==> config.mk <==
export PLATFORM = sky130hd
export DESIGN_NAME = vbmf_divider
export DESIGN_NICKNAME = d
export VERILOG_FILES = /design/src/vbmf_pkg.sv /design/src/vbmf_divider.sv
export SDC_FILE = /design/constraint.sdc
export NUM_CORES = 1
export LEC_CHECK = 0
export ABC_AREA = 1
export BUFFER_PORTS_ARGS = -buffer_cell sky130_fd_sc_hd__buf_2
export CAP_MARGIN = 40
export CORE_ASPECT_RATIO = 1.1
export CORE_UTILIZATION = 58
export DETAILED_ROUTE_END_ITERATION = 7
export GPL_ROUTABILITY_DRIVEN = 1
export HOLD_SLACK_MARGIN = 0.02
export PLACE_DENSITY = 0.81
export SLEW_MARGIN = 15
export SYNTH_ARGS = -nofsm -noshare
export SYNTH_HDL_FRONTEND = slang
export SYNTH_SLANG_ARGS = --single-unit
==> constraint.sdc <==
create_clock -name clk -period 1.9 [get_ports clk]
set_input_delay 0.19 -clock clk [delete_from_list [all_inputs] [get_ports clk]]
set_output_delay 0.19 -clock clk [all_outputs]
set_load 0.03 [all_outputs]
==> src/vbmf_pkg.sv <==
package vbmf_pkg;

  // volume geometry
  localparam int DIM_X      = 32;
  localparam int DIM_Y      = 32;
  localparam int DIM_Z      = 32;
  localparam int MAX_RADIUS = 4;

  localparam int DEPTH  = DIM_X * DIM_Y * DIM_Z;
  localparam int ADDR_W = $clog2(DEPTH);

  // field widths fixed by the interface
  localparam int VOX_W   = 16;
  localparam int COORD_W = 5;
  localparam int SIZE_W  = 6;
  localparam int RAD_W   = 3;
  localparam int CFG_IDX_W  = 2;
  localparam int CFG_DATA_W = 6;

  // window voxel count and accumulator widths
  localparam int CNT_MAX = (2 * MAX_RADIUS + 1) * (2 * MAX_RADIUS + 1) * (2 * MAX_RADIUS + 1);
  localparam int CNT_W   = $clog2(CNT_MAX + 1);
  localparam int SUM_W   = VOX_W + CNT_W;

  // register indexes
  localparam logic [CFG_IDX_W-1:0] REG_SIZE_X = 2'd0;
  localparam logic [CFG_IDX_W-1:0] REG_SIZE_Y = 2'd1;
  localparam logic [CFG_IDX_W-1:0] REG_SIZE_Z = 2'd2;
  localparam logic [CFG_IDX_W-1:0] REG_RADIUS = 2'd3;

  // input kind codes
  localparam logic KIND_WRITE = 1'b0;
  localparam logic KIND_QUERY = 1'b1;

  typedef logic [SIZE_W-1:0] span_t;
  typedef logic [ADDR_W-1:0] addr_t;

  // size saturated to 1..dim
  function automatic span_t clamp_size(input logic [SIZE_W-1:0] s, input int dim);
    span_t res;
    if (s == '0) begin
      res = span_t'(1);
    end else if (int'(s) > dim) begin
      res = span_t'(dim);
    end else begin
      res = s;
    end
    return res;
  endfunction

  // radius saturated to 1..MAX_RADIUS
  function automatic logic [RAD_W-1:0] clamp_radius(input logic [RAD_W-1:0] r);
    logic [RAD_W-1:0] res;
    if (r == '0) begin
      res = RAD_W'(1);
    end else if (int'(r) > MAX_RADIUS) begin
      res = RAD_W'(MAX_RADIUS);
    end else begin
      res = r;
    end
    return res;
  endfunction

  function automatic span_t span_lo(input logic [COORD_W-1:0] c,
                                    input logic [RAD_W-1:0] r);
    span_t res;
    if (span_t'(c) > span_t'(r)) begin
      res = span_t'(c) - span_t'(r);
    end else begin
      res = '0;
    end
    return res;
  endfunction

  function automatic span_t span_hi(input logic [COORD_W-1:0] c,
                                    input logic [RAD_W-1:0] r,
                                    input span_t n);
    span_t top;
    span_t res;
    top = n - span_t'(1);
    if ((span_t'(c) + span_t'(r)) > top) begin
      res = top;
    end else begin
      res = span_t'(c) + span_t'(r);
    end
    return res;
  endfunction

  // linear voxel address, x outermost
  function automatic addr_t addr_of(input span_t x, input span_t y, input span_t z);
    addr_t row;
    row = addr_t'(x) * addr_t'(DIM_Y) + addr_t'(y);
    return row * addr_t'(DIM_Z) + addr_t'(z);
  endfunction

endpackage

==> src/vbmf_divider.sv <==
module vbmf_divider (
  input  logic                             clk,
  input  logic                             rst_n,
  input  logic                             start,
  input  logic signed [vbmf_pkg::SUM_W-1:0] dividend,
  input  logic [vbmf_pkg::CNT_W-1:0]        divisor,
  output logic                             done,
  output logic signed [vbmf_pkg::VOX_W-1:0] quotient
);

  localparam int SW    = vbmf_pkg::SUM_W;
  localparam int CW    = vbmf_pkg::CNT_W;
  localparam int STEPW = $clog2(SW);

  logic              busy_r;
  logic              done_r;
  logic [STEPW-1:0]  step_r;
  logic [CW-1:0]     rem_r;
  logic [SW-1:0]     quo_r;
  logic [CW-1:0]     dsr_r;
  logic              neg_r;

  logic [CW:0]       rem_shift;
  logic [CW+1:0]     diff;
  logic              ge;
  logic [SW-1:0]     mag;
  logic [SW-1:0]     signed_q;

  assign mag       = dividend[SW-1] ? (~dividend + SW'(1)) : dividend;
  assign rem_shift = {rem_r, quo_r[SW-1]};
  assign diff      = {1'b0, rem_shift} - {2'b00, dsr_r};
  assign ge        = ~diff[CW+1];
  assign signed_q  = neg_r ? (~quo_r + SW'(1)) : quo_r;

  always_ff @(posedge clk) begin
    if (!rst_n) begin
      busy_r <= 1'b0;
      done_r <= 1'b0;
    end else begin
      done_r <= 1'b0;
      if (start) begin
        busy_r <= 1'b1;
      end else if (busy_r && step_r == '0) begin
        busy_r <= 1'b0;
        done_r <= 1'b1;
      end
    end
  end

  // one quotient bit per cycle, restoring on magnitudes
  always_ff @(posedge clk) begin
    if (start) begin
      step_r <= STEPW'(SW - 1);
      rem_r  <= '0;
      quo_r  <= mag;
      dsr_r  <= divisor;
      neg_r  <= dividend[SW-1];
    end else if (busy_r) begin
      step_r <= step_r - STEPW'(1);
      rem_r  <= ge ? diff[CW-1:0] : rem_shift[CW-1:0];
      quo_r  <= {quo_r[SW-2:0], ge};
    end
  end

  assign done     = done_r;
  assign quotient = signed_q[vbmf_pkg::VOX_W-1:0];

endmodule
==> run metrics <==
end point of the worst hold path dsr_r[4]; Clk pin slew, worst setup/hold paths between 100 and 150 ps; CTS root buf clkbuf_8; post-layout util 0.7388; CP top delay family simple AND/OR/NAND/NOR gates; diode count 0; reg2reg end quo_r[0]; crit path cell chain nor2_4 > buf_4 > nand3_2 > nor2_4 > nand2_2 > o21ai_1 > xnor2_1 > buf_4; Period minus WS final ~2200 ps; first-pass GRT wire length about 16000 um; register area share after synthesis 0.3847; routed vias ~3.9k; CP peak stage delay 500 ps; Syn. warnings 0; Async S/R FF share, synth 0; dominant cell type by area after synthesis edfxtp_1; routed wire length approximately 11000 um; clk buf depth 2; Post-synth top cells nand2_1, inv_1, nor2_1, nand3_1, edfxtp_1; core footprint 6231 sq um; share of cells above drive strength 1 0.2104; R2R depth 9; I/O pins 56; critical hold path startpoint divisor[4]; Starting Density 0.6054; Num Clock Sinks 54; top achievable clock speed between 0.4 and 0.5 GHz; WS Path Type flip-flop to output port; power per cell area roughly 660 nW/um^2; critical path endpoint category output port; initial antenna violation count 0; DP HPWL about 6500 um; max cap viols 0; std cell rows 30; Max VDD drop between 0.0005 and 0.0006 V; Worst Hold Depth 1; Via density approximately 5.7; worst path bufs/invs 2; Worst R2R Start rem_r[5]; crit path max-delay cell type edfxtp_1; CTS tree built; Area Growth Syn to Fin 22.02%; WP data arrival slightly below 2000 ps; setup ws final -279.7 ps; Syn Inst Count 537; drt first pass iters 6; fin crit share 1.147; mapped cell area ~3800 sq um; Clock Skew around 12 ps; flops & latches, synth 54; CP max FO 3; CTS buffer count 5; Pins Over Slew Limit 0; Port Buffers 55; Area after DPL ~4100 sq um; syn_nets 590; Routed Antenna Nets 0; Tot Pwr 0.003022 W; largest net degree at the start of global routing 29; worst slew pin tran approximately 500 ps; # setup viols final 11; Routed WL per cell around 15 um; CP startpoint kind flip-flop; Clk Latency, worst-skew pair between 300 and 400 ps; status finished, violations left; Post-synth EDFFs 37; syn avg cell area 7.025 sq um; top cells by area, synth edfxtp_1, nand2_1, dfxtp_1; H-Tree Depth 2; max-slew headroom at the worst pin 0.6735; DRC 0; Hold WS ~37 ps; GRT Residual Overflow 0; RSZ-0062 raised after global routing true; Synth top area share 0.2945; Leak 2.229 nW; flop2flop setup slack -10 ps; Hold Fails Final Rpt 0; Distinct cells, synth 35; ys flop type edfxtp_1; vias in the first global route ~3.6k; Die W ~80 um; RD Place Congestion ~0.90; nets@finish ~670; most frequent cell after synthesis nand2_1; worst hold path type input port to flip-flop; failing checks negative setup slack; worst endpoint required time between 1500 and 2000 ps; design area roughly 4600 sq um; setup_tns -2036 ps; die height roughly 87 um; Tot GR Track Use 0.3017; die footprint roughly 6800 sq um; DRT iter0 DRCs between 400 and 500
-- layout by cell type, fill, tap and decap left out, drive strengths merged --
cell type | synthesis | routed
a21o | 1 | 1
a21oi | 12 | 12
a31oi | 2 | 2
buf | 6 | 78
clkbuf | 7 | 5
clkinv | 0 | 1
clkinvlp | 0 | 1
dfxtp | 17 | 17
edfxtp | 37 | 37
fa | 1 | 1
ha | 13 | 13
inv | 73 | 74
nand2 | 173 | 173
nand3 | 49 | 52
nand3b | 1 | 1
nand4 | 9 | 9
nor2 | 70 | 70
nor3 | 5 | 5
nor4 | 1 | 1
o21a | 1 | 1
o21ai | 28 | 28
o22ai | 5 | 5
o31ai | 2 | 2
or2 | 2 | 2
xnor2 | 6 | 6
xor2 | 16 | 16
-- cell type report --
cell class / count / area [sq um]
Multi-Input combinational cell: 400 / 2183
Clock buffer: 5 / 68.82
Clock inverter: 3 / 25.02
Inverter: 73 / 274.0
Timing Repair Buffer: 78 / 500.5
Fill cell: 456 / 1628
Tap cell: 80 / 100.1
Sequential cell: 54 / 1451
-- worst max-delay path by stage --
stage | start | end | slack [ps] | cells past startpoint
3_3_place_gp | quo_r[0] | quotient[12] | 110 | 9
5_1_grt | quo_r[4] | quotient[15] | -340 | 8
3_5_place_dp | quo_r[0] | quotient[12] | 8 | 9
6_report | quo_r[4] | quotient[15] | -280 | 8
2_1_floorplan | quo_r[0] | quotient[8] | 130 | 5
4_1_cts | quo_r[0] | quotient[12] | -240 | 9
-- registers in the layout, summed over array words and instances, names as in the netlist --
signal	cells
step_r	5
neg_r	1
rem_r	10
dsr_r	10
busy_r	1
quo_r	26
done	1
-- timing repair --
action,CTS,global route
pin swaps,7,10
hold endpoints to repair,0,0
endpoints found under the setup margin,9,22
gates resized for setup,25,32
buffers inserted,9,8
cloned,0,3
hold buffers,0,0
-- where the power goes --
part	switching, W	leakage [nW]	total (W)	internal [W]
Combinational	0.000585	1.67	0.000916	0.000332
Sequential	0.0000573	0.512	0.00143	0.00137
Clock	0.000413	0.0447	0.000680	0.000267
Total	0.00105	2.23	0.00302	0.00197
-- worst register-to-register path: stages, from the launching register on --
cell,delay [ps]
dfxtp_1,350
ha_1,370
nand2_1,120
nand2_1,100
inv_1,90
nand2_1,110
nand2_4,140
nand3_2,180
nand2_1,110
o21ai_1,70
-- kinds of logic after synthesis --
logic type	synth area share
AO/OA/AOI/OAI	0.07363
XOR/XNOR	0.05108
adder cells (fa/ha/maj)	0.04843
buffers and inverters	0.09022
flip-flops	0.3847
AND/OR/NAND/NOR	0.3519
-- metrics by stage --
| stage | instances | setup WS (ps) |
|---|---|---|
| finish | 693 | -279.7 |
| CTS | 682 | -237.1 |
| floorplan | 537 | 132.2 |
| global route | 693 | -339.8 |
| detailed placement | 665 | 8.251 |
| global placement | 665 | 107.8 |
-- per-layer routing --
layer  track usage  part of all wire  wire length, um
met5             0                 0                0
met4        0.1157             0.031              333
met3       0.05579             0.073              773
met2        0.5202              0.49             5141
met1        0.3750              0.41             4332
No activity file was read; power rests on OpenSTA's default activity.
